**src/sv/sorted_breakpoint_table_interp_macros.svh**
```systemverilog
// Assertion macros shared by the breakpoint table RTL.
`ifndef SORTED_BREAKPOINT_TABLE_INTERP_MACROS_SVH
`define SORTED_BREAKPOINT_TABLE_INTERP_MACROS_SVH

`define SBTI_ASSERT_NOW(lbl, ante, cons) \
	lbl: assert property (@(posedge clk) disable iff (!arst_n) (ante) |-> (cons)) \
		else $error("sbti: same-cycle check failed");

`define SBTI_ASSERT_NEXT(lbl, ante, cons) \
	lbl: assert property (@(posedge clk) disable iff (!arst_n) (ante) |=> (cons)) \
		else $error("sbti: next-cycle check failed");

`endif

```
**src/sv/sbti_pkg.sv**
```systemverilog
// Package: types, codes and helpers of the breakpoint table.
`default_nettype none
package sbti_pkg;
	localparam int MAX_POINTS_DEF = 256;
	localparam int MUL_W = 34;
	localparam int MUL_STEPS = 34;
	localparam int DIV_STEPS = 64;

	localparam logic [1:0] MODE_INSERT = 2'd0;
	localparam logic [1:0] MODE_VALUE  = 2'd1;
	localparam logic [1:0] MODE_AREA   = 2'd2;

	localparam logic [1:0] ST_OK    = 2'd0;
	localparam logic [1:0] ST_DUP   = 2'd1;
	localparam logic [1:0] ST_FULL  = 2'd2;
	localparam logic [1:0] ST_EMPTY = 2'd3;

	localparam logic OP_MUL = 1'b0;
	localparam logic OP_DIV = 1'b1;

	typedef struct packed {
		logic [1:0]         mode;
		logic [31:0]        point_time;
		logic signed [31:0] point_value;
		logic [31:0]        end_time;
	} req_t;

	typedef struct packed {
		logic [1:0]         status;
		logic signed [31:0] interp_value;
		logic signed [63:0] area_result;
		logic [8:0]         points_held;
	} rsp_t;

	typedef struct packed {
		logic [31:0] ptime;
		logic [31:0] pvalue;
	} point_t;

	typedef struct packed {
		logic             start;
		logic             op;
		logic [63:0]      a;
		logic [MUL_W-1:0] b;
	} arith_req_t;

	typedef struct packed {
		logic        done;
		logic [63:0] result;
	} arith_rsp_t;

	function automatic logic [63:0] sat_add(input logic [63:0] a, input logic [63:0] b);
		logic [64:0] s;
		begin
			s = {a[63], a} + {b[63], b};
			if (s[64] != s[63])
				sat_add = s[64] ? 64'h8000_0000_0000_0000 : 64'h7FFF_FFFF_FFFF_FFFF;
			else
				sat_add = s[63:0];
		end
	endfunction
endpackage
`default_nettype wire

```
**src/sv/sbti_arith.sv**
```systemverilog
// Shared serial unit: shift-add multiplier and restoring divider.
`default_nettype none
module sbti_arith (
	input  wire                  clk,
	input  wire                  arst_n,
	input  sbti_pkg::arith_req_t areq,
	output sbti_pkg::arith_rsp_t arsp
);
	import sbti_pkg::*;

	logic             busy_q;
	logic             op_q;
	logic             done_q;
	logic [6:0]       cnt_q;
	logic [63:0]      acc_q;
	logic [63:0]      mc_q;
	logic [MUL_W-1:0] mp_q;
	logic [32:0]      rem_q;

	logic [32:0] remx;
	logic        rem_ge;
	logic        last;

	always_comb begin
		remx = {rem_q[31:0], mc_q[63]};
		rem_ge = remx >= {1'b0, mp_q[31:0]};
		last = (op_q == OP_MUL) ? (cnt_q == 7'(MUL_STEPS - 1)) : (cnt_q == 7'(DIV_STEPS - 1));
	end

	always_ff @(posedge clk or negedge arst_n) begin
		if (!arst_n) begin
			busy_q <= 1'b0;
			done_q <= 1'b0;
		end else begin
			done_q <= 1'b0;
			if (areq.start) begin
				busy_q <= 1'b1;
				op_q <= areq.op;
				cnt_q <= '0;
				acc_q <= '0;
				mc_q <= areq.a;
				mp_q <= areq.b;
				rem_q <= '0;
			end else if (busy_q) begin
				cnt_q <= cnt_q + 7'd1;
				if (op_q == OP_MUL) begin
					if (mp_q[0])
						acc_q <= acc_q + mc_q;
					mc_q <= {mc_q[62:0], 1'b0};
					mp_q <= {1'b0, mp_q[MUL_W-1:1]};
				end else begin
					mc_q <= {mc_q[62:0], 1'b0};
					rem_q <= rem_ge ? (remx - {1'b0, mp_q[31:0]}) : remx;
					acc_q <= {acc_q[62:0], rem_ge};
				end
				if (last) begin
					busy_q <= 1'b0;
					done_q <= 1'b1;
				end
			end
		end
	end

	assign arsp.done = done_q;
	assign arsp.result = acc_q;
endmodule
`default_nettype wire

```
**config.mk**
```make
export PLATFORM = sky130hd
export DESIGN_NAME = sbti_arith
export DESIGN_NICKNAME = d
export VERILOG_FILES = /design/src/sv/sorted_breakpoint_table_interp_macros.svh /design/src/sv/sbti_pkg.sv /design/src/sv/sbti_arith.sv
export SDC_FILE = /design/constraint.sdc
export NUM_CORES = 1
export LEC_CHECK = 0
export BUFFER_PORTS_ARGS = -buffer_cell sky130_fd_sc_hd__clkbuf_2
export CAP_MARGIN = 20
export CORE_MARGIN = 2
export CORE_UTILIZATION = 40
export CTS_CLUSTER_DIAMETER = 100
export DETAILED_ROUTE_END_ITERATION = 10
export SYNTH_ARGS = -nofsm -noshare
export SYNTH_HDL_FRONTEND = slang
export SYNTH_SLANG_ARGS = --single-unit
```
**constraint.sdc**
```tcl
create_clock -name clk -period 15.8 [get_ports clk]
set_clock_uncertainty 0.15 [all_clocks]
set_input_delay 0 -clock clk [delete_from_list [all_inputs] [get_ports clk]]
set_output_delay 0 -clock clk [all_outputs]
set_load 0.05 [all_outputs]
```
# Word level (Yosys, flattened, before mapping)
# Cells that the tools add are included.
dict set report word_totals {
  reg_bits 205
  in_bits 102
  output_inout_bits 65
}
dict set report classes {
  add_sub_neg 3
  n_lt_le_gt_ge 1
  n_eq_ne 3
  muxes 19
  reduce_logical 4
}
# operator count
set ops {}
lappend ops {{$mux 64} 5}
lappend ops {{$mux 34} 3}
lappend ops {{$mux 33} 3}
lappend ops {{$add 64x64->64} 1}
lappend ops {{$ge 33x32->1} 1}
lappend ops {{$sub 33x32->33} 1}
lappend ops {{$eq 7x6->1 const B} 2}
lappend ops {{$add 7x1->7 const B} 1}
lappend ops {{$mux 1} 7}
lappend ops {{$mux 7} 1}
lappend ops {{$reduce_and 2->1} 2}
lappend ops {{$reduce_and 3->1} 1}
lappend ops {{$ne 2x2->1 const B} 1}
lappend ops {{$reduce_bool 2->1} 1}

# Logic depth before layout (Yosys ltp)
# Gate-level depths: netlist of run 1.
dict set report depth {
  ltp_word 5
  depth_mapped 15
}

# Worst setup path before layout of run 1
# OpenSTA, ideal clock, no wires.
dict set report synth_timing {
  path_type {flip-flop to flip-flop}
  startpoint {reg busy_q}
  endpoint {reg mp_q[0] (enable)}
  t_arrival_ps 6515
  required_time_ps 15173
  setup_slack_ps 8657
  stages_incl_launch_ff 6
  cell_sequence {dfrtp_1 -> clkbuf_1 -> clkbuf_1 -> nor2_1 -> nor2b_1 -> a21boi_0}
}
dict set report synth_via {
  elab_chain_cells 2
}
# element line_no
set synth_rtl {}
lappend synth_rtl {{from (decl)} sbti_arith.sv:11} ;# logic busy_q;
lappend synth_rtl {{from (signal assigned)} sbti_arith.sv:32} ;# busy_q <= 1'b0;
lappend synth_rtl {{from (signal assigned)} sbti_arith.sv:37} ;# busy_q <= 1'b1;
lappend synth_rtl {{from (signal assigned)} sbti_arith.sv:57} ;# busy_q <= 1'b0;
lappend synth_rtl {{$reduce_bool 2->1 (no line)} -}
lappend synth_rtl {{$reduce_and 3->1 (no line)} -}
lappend synth_rtl {{to (signal assigned)} sbti_arith.sv:42} ;# mp_q <= areq.b;
lappend synth_rtl {{to (signal assigned)} sbti_arith.sv:50} ;# mp_q <= {1'b0, mp_q[MUL_W-1:1]};
lappend synth_rtl {{to (decl)} sbti_arith.sv:17} ;# logic [MUL_W-1:0] mp_q;
# Every way passes these cells.
# A chain may end at the register's enable or synchronous reset.

# Worst setup path in the final report of run 1
dict set report layout_timing {
  startpoint {reg rem_q[2]}
  endpoint {reg rem_q[24] (data pin)}
}
dict set report layout_via {
  elab_chain_cells 4
  word_cells_on_any_way 5
  classes_between {1 x add/sub; 1 x order compare; 3 x mux}
}
# element line_no
set layout_rtl {}
lappend layout_rtl {{from (decl)} sbti_arith.sv:18} ;# logic [32:0] rem_q;
lappend layout_rtl {{from (signal assigned)} sbti_arith.sv:53} ;# rem_q <= rem_ge ? (remx - {1'b0, mp_q[31:0]}) : remx;
lappend layout_rtl {{$sub 33x32->33 / $ge 33x32->1 (equally long branches)} {sbti_arith.sv:53, sbti_arith.sv:26}}
lappend layout_rtl {{$mux 33 (*)} sbti_arith.sv:53}
lappend layout_rtl {{$mux 33 (*)} sbti_arith.sv:46} ;# if (op_q == OP_MUL) begin
lappend layout_rtl {{$mux 33 (*)} sbti_arith.sv:44} ;# end else if (busy_q) begin
# Mark *: on every way between the ends. The rest lies on a longest branch, timed or not.

==> results of run 1 <==
[sequential cells by signal, indices dropped and copies added, names as in the netlist]
name	count
rem_q	32
mp_q	34
busy_q	1
mc_q	64
done_q	1
acc_q	64
cnt_q	7
op_q	1
[worst max-delay path, cell delays in order (launching register included)]
cell      delay, ps
edfxtp_1        420
ha_1            380
o21a_1          140
o31a_1          160
o21ai_1          90
a2111o_1        500
a31oi_4         220
a41oi_4         160
o21ai_2         740
buf_4           430
nor2_1           70
a211o_1         270
a21oi_1         140
[cell usage after synthesis, drive strengths merged, types with 37 or more instances]
library cell,count
mux2,68
nand2,146
xnor2,56
edfxtp,202
a21o,41
nor2,107
nand3,37
clkbuf,75
o21ai,133
ha,96
inv,63
a21oi,154
[power by group through the flow]
| stage | sequential [mW] | clock, mW | combinational (mW) |
|---|---|---|---|
| finish | 0.698 | 0.583 | 0.639 |
| floorplan | 0.747 | 0 | 0.413 |
| global placement | 0.707 | 0 | 0.601 |
| detailed placement | 0.708 | 0 | 0.603 |
| global route | 0.704 | 0.611 | 0.705 |
| CTS | 0.698 | 0.593 | 0.636 |
[metal layers]
layer | vias up | global-route usage [%] | share of wire, %
li1 | 6589 | - | -
met1 | 6512 | 30.92 | 46
met2 | 365 | 37.94 | 47
met3 | 70 | 2.380 | 4.8
met4 | 0 | 6.385 | 2.6
met5 | - | 0 | 0
[layout make-up]
type	count	share of cell area [%]
Antenna cell	1	0.01344
Clock buffer	28	3.420
Clock inverter	14	0.9137
Inverter	65	1.310
Multi-Input combinational cell	1246	45.92
Sequential cell	204	32.85
Tap cell	511	3.433
Timing Repair Buffer	312	12.14
[worst max-delay path by stage]
stage | from | to | slack [ps] | depth (start not counted)
floorplan | busy_q$_DFF_PN0_ | mp_q[0]$_DFFE_PP_ | 8660 | 5
CTS | rem_q[2]$_SDFFCE_PP0P_ | rem_q[24]$_SDFFCE_PP0P_ | 11730 | 12
global route | mp_q[1]$_DFFE_PP_ | rem_q[24]$_SDFFCE_PP0P_ | 11490 | 13
global placement | rem_q[0]$_SDFFCE_PP0P_ | rem_q[24]$_SDFFCE_PP0P_ | 11890 | 12
finish | rem_q[2]$_SDFFCE_PP0P_ | rem_q[24]$_SDFFCE_PP0P_ | 11740 | 12
detailed placement | rem_q[2]$_SDFFCE_PP0P_ | rem_q[24]$_SDFFCE_PP0P_ | 11750 | 12
[cells by family (layout without fill, tap and decap cells)]
group | after synthesis | after routing | share of synthesized area [%]
AO/OA/AOI/OAI | 548 | 548 | 23.33
XOR/XNOR | 83 | 83 | 4.769
adder cells (fa/ha/maj) | 98 | 98 | 8.142
buffers and inverters | 154 | 419 | 3.940
flip-flops | 204 | 204 | 40.12
multiplexers | 102 | 102 | 7.255
other | 0 | 1 | 0
AND/OR/NAND/NOR | 415 | 415 | 12.45
[metrics by stage]
step,total power [mW],hold WS (ps),std cells,worst slack (ps)
2_1_floorplan,1.160,-445.6,1604,8657
3_3_place_gp,1.308,-84.70,2208,11890
5_1_grt,2.020,41.94,2380,11490
6_report,1.920,45.15,2381,11740
3_5_place_dp,1.311,-81.37,2208,11750
4_1_cts,1.927,8.492,2380,11730
==> metrics.md, run 1 <==
| Metric | Value |
|---|---|
| Outcome | finished, final reports clean |
| RSZ-0062 raised after global routing | no |
| Number of remaining DRC errors | 0 |
| Most frequent cells in the layout | 202 x edfxtp_1, 164 x clkbuf_2, 153 x a21oi_1 |
| CP startpoint kind | flip-flop |
| Final #Nets | 2054 |
| Vias per cell | 5.685 |
| Row cnt | 71 |
| Dpl hpwl | 30940 um |
| Sequential Area | 6117 um2 |
| Clock buffer depth | 3 |
| CTS Sinks | 204 |
| Hold depth | 2 |
| Proportion of layout cells with a drive suffix above 1 | 16.37% |
| Crit. End Element | flip-flop |
| Clk network pwr share | 30.4% |
| Num CTS Buffers | 25 |
| Commonest non-fill, non-tap cell in the layout | edfxtp_1 |
| Drt pass-1 iters | 5 |
| Vias in the first global route | 13.34k |
| Setup CP Type | flip-flop to flip-flop |
| Post-cts gate resize count | 0 |
| WHS Endpoint | op_q$_DFFE_PP_ |
| Die height | 199.2 um |
| Core ar. | 37580 um2 |
| Die X | around 200 um |
| Reg2reg setup slack | 11740 ps |
| R2r startpoint | rem_q[2]$_SDFFCE_PP0P_ |
| Sw Ratio | 34.12% |
| Pins over their slew limit | 0 |
| Multi-input logic area | 8552 um2 |
| Worst VDD drop | 0.07613 mV |
| Io pins | approximately 170 |
| Largest net degree at the start of global routing | 82 |
| Top_reg_cell synth | edfxtp_1 |
| Worst Max-Slew Pin Slew | 1124 ps |
| Top post-synthesis cells by area | edfxtp_1 40%, ha_1 7.9%, a21oi_1 5.0% |
| Worst Path Required | around 16000 ps |
| P_int | approximately 1.3 mW |
| GRT Residual Overflow | 0 |
| # hold bufs at CTS | 130 |
| # fillers | 3606 |
| Leakage power | between 7 and 8 nW |
| Mapped Nets | 1804 |
| Mapped cell area | 15240 um2 |
| All-Layer GR Usage | 22.61% |
| Initial antenna violation count | 0 |
| Final Wtd Congestion | 0.9176 |
| Final Core Density | between 40% and 50% |
| Clock Latency Late Sink | around 530 ps |
| Clock transition at the registers of the reported paths | 60 ps |
| Endpoints failing setup | 0 |
| DR vias | 13.54k |
| Post-synth top area cell | edfxtp_1 |
| Starting Density | 40.57% |
| Logic pwr share | between 30% and 40% |
| NetSw | 0.6551 mW |
| Worst reg2reg path endpoint | rem_q[24]$_SDFFCE_PP0P_ |
| # Post-CTS Setup Buffers | 0 |
| Finished Cell Area | 18620 um2 |
| Number of flops mapped to enable cells by yosys | 202 |
| Die ar. | 39690 um2 |
| Register bit total from synthesis | 204 |
| Fmax | 246.2 MHz |
| Synth cell types | 80 |
| Post-DP Area | 16510 um2 |
| Pwr dens | 103.1 nW/um2 |
| CTS tree | done |
| Total of max-cap violations | 0 |
| Fin crit share | 25.71% |
| Root Driver | clkbuf_16 |
| Yosys warning count | 0 |
| Fin. Hold Viols | 0 |
| Worst Hold Class | primary input to flip-flop |
| PortBufs | 166 |
| DRT antenna net count | 0 |
| Crit path max fanout | 22 |
| HP Start | areq[98] |
| Period minus WS final | 4062 ps |
| H-tree levels | 1 |
| Syn_area_per_cell | 9.504 um2 |
| Part of the power in registers | ~36% |
| Setup tns final | 0 ps |
| CP arrival | approximately 4300 ps |
| P&R area growth vs syn | 22.16% |
| First-iteration detailed-routing DRC count | 1036 |
| Avg WL per Cell | 18.91 um |
| Post-Syn Instances | 1604 |
| Worst slew margin | 24.76% |
| R2R depth | 12 |
| Async SR Flop Fraction | less than 1% |
| Yosys top cell area share | 39.79% |
| Routed wire length | 45030 um |
| Post-synthesis sequential area ratio | 40.12% |
| First-pass GRT wire length | 71570 um |
Power figures use the tool's default switching activity.
==> inputs of run 2 (changes only) <==
--- a/config.mk
+++ b/config.mk
@@ -5,6 +5,7 @@
 export SDC_FILE = /design/constraint.sdc
 export NUM_CORES = 1
 export LEC_CHECK = 0
+export ABC_AREA = 1
 export BUFFER_PORTS_ARGS = -buffer_cell sky130_fd_sc_hd__clkbuf_2
 export CAP_MARGIN = 20
 export CORE_MARGIN = 2
==> constraint.sdc (replaced) <==
create_clock -name clk -period 3.92 [get_ports clk]
set_clock_uncertainty 0.15 [all_clocks]
set_input_delay 0 -clock clk [delete_from_list [all_inputs] [get_ports clk]]
set_output_delay 0 -clock clk [all_outputs]
set_load 0.05 [all_outputs]
==> metrics.md, run 2 <==
| Metric | Value |
|---|---|
| All-Layer GR Usage | 27.32% (was 22.61%) |
| Syn_area_per_cell | 6.291 um2 (was 9.504 um2) |
| CTS tree | done (unchanged) |
| Final #Nets | 3384 (was 2054) |
| DRT antenna net count | 0 (unchanged) |
| Final Wtd Congestion | 0.9803 (was 0.9176) |
| # fillers | 4801 (was 3606) |
| Post-synth top area cell | edfxtp_1 (unchanged) |
| CTS Sinks | 204 (unchanged) |
| Die height | 218.0 um (was 199.2 um) |
| Worst VDD drop | 0.3708 mV (was 0.07613 mV) |
| Worst setup margin | 580.4 ps (was 11740 ps) |
| Worst slew margin | 38.05% (was 24.76%) |
| Mapped cell area | 18330 um2 (was 15240 um2) |
| Drt pass-1 iters | 5 (unchanged) |
| First-iteration detailed-routing DRC count | 1128 (was 1036) |
| Fmax | 299.4 MHz (was 246.2 MHz) |
| H-tree levels | 1 (unchanged) |
| Die ar. | 47540 um2 (was 39690 um2) |
| PortBufs | 166 (unchanged) |
| Endpoints failing setup | 0 (unchanged) |
| Commonest non-fill, non-tap cell in the layout | nand2_1 (was edfxtp_1) |
| Starting Density | 40.47% (was 40.57%) |
| Clock transition at the registers of the reported paths | 60 ps (about the same) |
| Most frequent cells in the layout | 1208 x nand2_1, 454 x inv_1, 283 x nor2_1 (was 202 x edfxtp_1, 164 x clkbuf_2, 153 x a21oi_1) |
| Proportion of layout cells with a drive suffix above 1 | 8.180% (was 16.37%) |
| Worst Hold Class | primary input to flip-flop (unchanged) |
| Avg WL per Cell | 17.10 um (was 18.91 um) |
| Fin crit share | 85.19% (was 25.71%) |
| Num CTS Buffers | 25 (unchanged) |
| Multi-input logic area | 10170 um2 (was 8552 um2) |
| Yosys top cell area share | 33.10% (was 39.79%) |
| Number of flops mapped to enable cells by yosys | 202 (unchanged) |
| Period minus WS final | 3340 ps (was 4062 ps) |
| Mapped Nets | 3113 (was 1804) |
| Setup CP Type | flip-flop to flip-flop (unchanged) |
| Register bit total from synthesis | 204 (unchanged) |
| Root Driver | clkbuf_16 (unchanged) |
| Top post-synthesis cells by area | edfxtp_1 33%, nand2_1 25%, inv_1 9.3% (was edfxtp_1 40%, ha_1 7.9%, a21oi_1 5.0%) |
| Core ar. | 45280 um2 (was 37580 um2) |
| Initial antenna violation count | 0 (unchanged) |
| Pins over their slew limit | 0 (unchanged) |
| Die X | 218.0 um (was 199.2 um) |
| Dpl hpwl | 50120 um (was 30940 um) |
| Fin. Hold Viols | 0 (unchanged) |
| Pwr dens | 392.1 nW/um2 (was 103.1 nW/um2) |
| P&R area growth vs syn | 19.91% (was 22.16%) |
| Post-synthesis sequential area ratio | 33.37% (was 40.12%) |
| Worst Path Required | 4090 ps (was 16010 ps) |
| Leakage power | 11.59 nW (was 7.562 nW) |
| Top_reg_cell synth | edfxtp_1 (unchanged) |
| Crit. End Element | flip-flop (unchanged) |
| Crit path max fanout | 6 (was 22) |
| Outcome | finished, final reports clean (unchanged) |
| Largest net degree at the start of global routing | 90 (was 82) |
| First-pass GRT wire length | 101500 um (was 71570 um) |
| Yosys warning count | 0 (unchanged) |
| Vias per cell | 4.961 (was 5.685) |
| Clock buffer depth | 3 (unchanged) |
| Cell with the most instances after synthesis | nand2_1 (was edfxtp_1) |
| Clock Latency Late Sink | 590 ps (was 530 ps) |
| DR vias | 18.87k (was 13.54k) |
| Async SR Flop Fraction | 0.9804% (unchanged) |
| RSZ-0062 raised after global routing | no (unchanged) |
| Io pins | 167 (unchanged) |
| Setup tns final | 0 ps (unchanged) |
| Post-Syn Instances | 2913 (was 1604) |
| Synth top cells by count | 1209 x nand2_1, 455 x inv_1, 284 x nor2_1 (was 202 x edfxtp_1, 153 x a21oi_1, 146 x nand2_1) |
| Row cnt | 78 (was 71) |
| Worst Max-Slew Pin Slew | 927.9 ps (was 1124 ps) |
| GRT Residual Overflow | 0 (unchanged) |
| Place WS | 553.1 ps (was 11750 ps) |
| Total of max-cap violations | 0 (unchanged) |
| Biggest regs | acc_q (64), mc_q (64), mp_q (34) (unchanged) |
| Sequential Area | 6116 um2 (was 6117 um2) |
| Synth cell types | 48 (was 80) |
| Diode count | 0 (was 1) |
| Number of remaining DRC errors | 0 (unchanged) |
| CP startpoint kind | flip-flop (unchanged) |
| Routed wire length | 65030 um (was 45030 um) |
| CP arrival | 3510 ps (was 4280 ps) |
| Vias in the first global route | 18.63k (was 13.34k) |
==> run 2: worst max-delay path, cell delays in order, from the launching register on <==
cell	delay, ps
edfxtp_1	530
ha_1	320
fa_1	450
nand3_1	110
nand3_1	200
nand2_1	120
nand2_1	120
nand2_1	90
nand3_1	290
nand3_1	300
nand3b_1	110
nand3_1	90
nand2_1	70
nand2_1	60
nand2_1	50
==> run 2: timing repair <==
action                                 in CTS  in global routing
setup buffers                               0                  0
hold buffers                              132                  0
gates resized for setup                     0                  0
endpoints found under the hold margin     104                  0
==> run 2: layout make-up <==
class	instances	area share, %
timing repair buffer	319	10.70
inverter	462	7.903
tap	600	3.416
multi-input combinational	2172	46.26
clock buffer	31	2.950
clock inverter	15	0.9281
sequential	204	27.83
==> run 2: per-layer routing <==
layer  vias up  wire length (um)  GRT usage, %
li1       9705                 -             -
met1      8639             28090         32.82
met2       412             32440         50.75
met3       110              2113         2.399
met4         0              2385         9.365
met5         -                 0             0
==> run 2: final timing paths <==
kind	end	from	slack [ps]	cells past startpoint
max in group asynchronous	done_q$_DFF_PN0_	arst_n	2970	3
worst min register to register	mp_q[32]$_DFFE_PP_	mp_q[33]$_SDFFCE_PN0P_	380	2
worst min-delay path	mc_q[50]$_DFFE_PP_	areq[84]	70	4
worst max register to register	acc_q[38]$_SDFFCE_PP0P_	acc_q[0]$_SDFFCE_PP0P_	580	14
worst max-delay path	acc_q[38]$_SDFFCE_PP0P_	acc_q[0]$_SDFFCE_PP0P_	580	14
min in group asynchronous	busy_q$_DFF_PN0_	arst_n	140	3
==> run 2: cell families (layout without fill, tap and decap cells) <==
kind of cell	Yosys count	in the layout	share of synthesized area (%)
buf+inv	537	827	11.27
compound gates	334	334	9.784
simple gates	1705	1705	37.13
flops	204	204	33.37
xor+xnor	35	35	1.673
fa+ha+maj	98	98	6.773
==> run 2: power breakdown <==
group | internal, mW | switching, mW
combinational | 1.04 | 2.23
clock | 1.45 | 1.03
sequential | 2.68 | 0.188
total | 5.17 | 3.45
==> run 2: stage by stage <==
| step | std cells | utilization (%) | area [um2] | hold slack [ps] | power (mW) |
|---|---|---|---|---|---|
| 6_report | 3803 | 48.52 | 21970 | 71.68 | 8.616 |
| 3_3_place_gp | 3624 | 43.68 | 19780 | 61.15 | 6.053 |
| 5_1_grt | 3803 | 48.52 | 21970 | 88.14 | 9.151 |
| 2_1_floorplan | 2913 | - | 18330 | -445.6 | 5.086 |
| 4_1_cts | 3802 | 48.48 | 21950 | 51.29 | 8.665 |
| 3_5_place_dp | 3624 | 43.68 | 19780 | 61.70 | 6.060 |
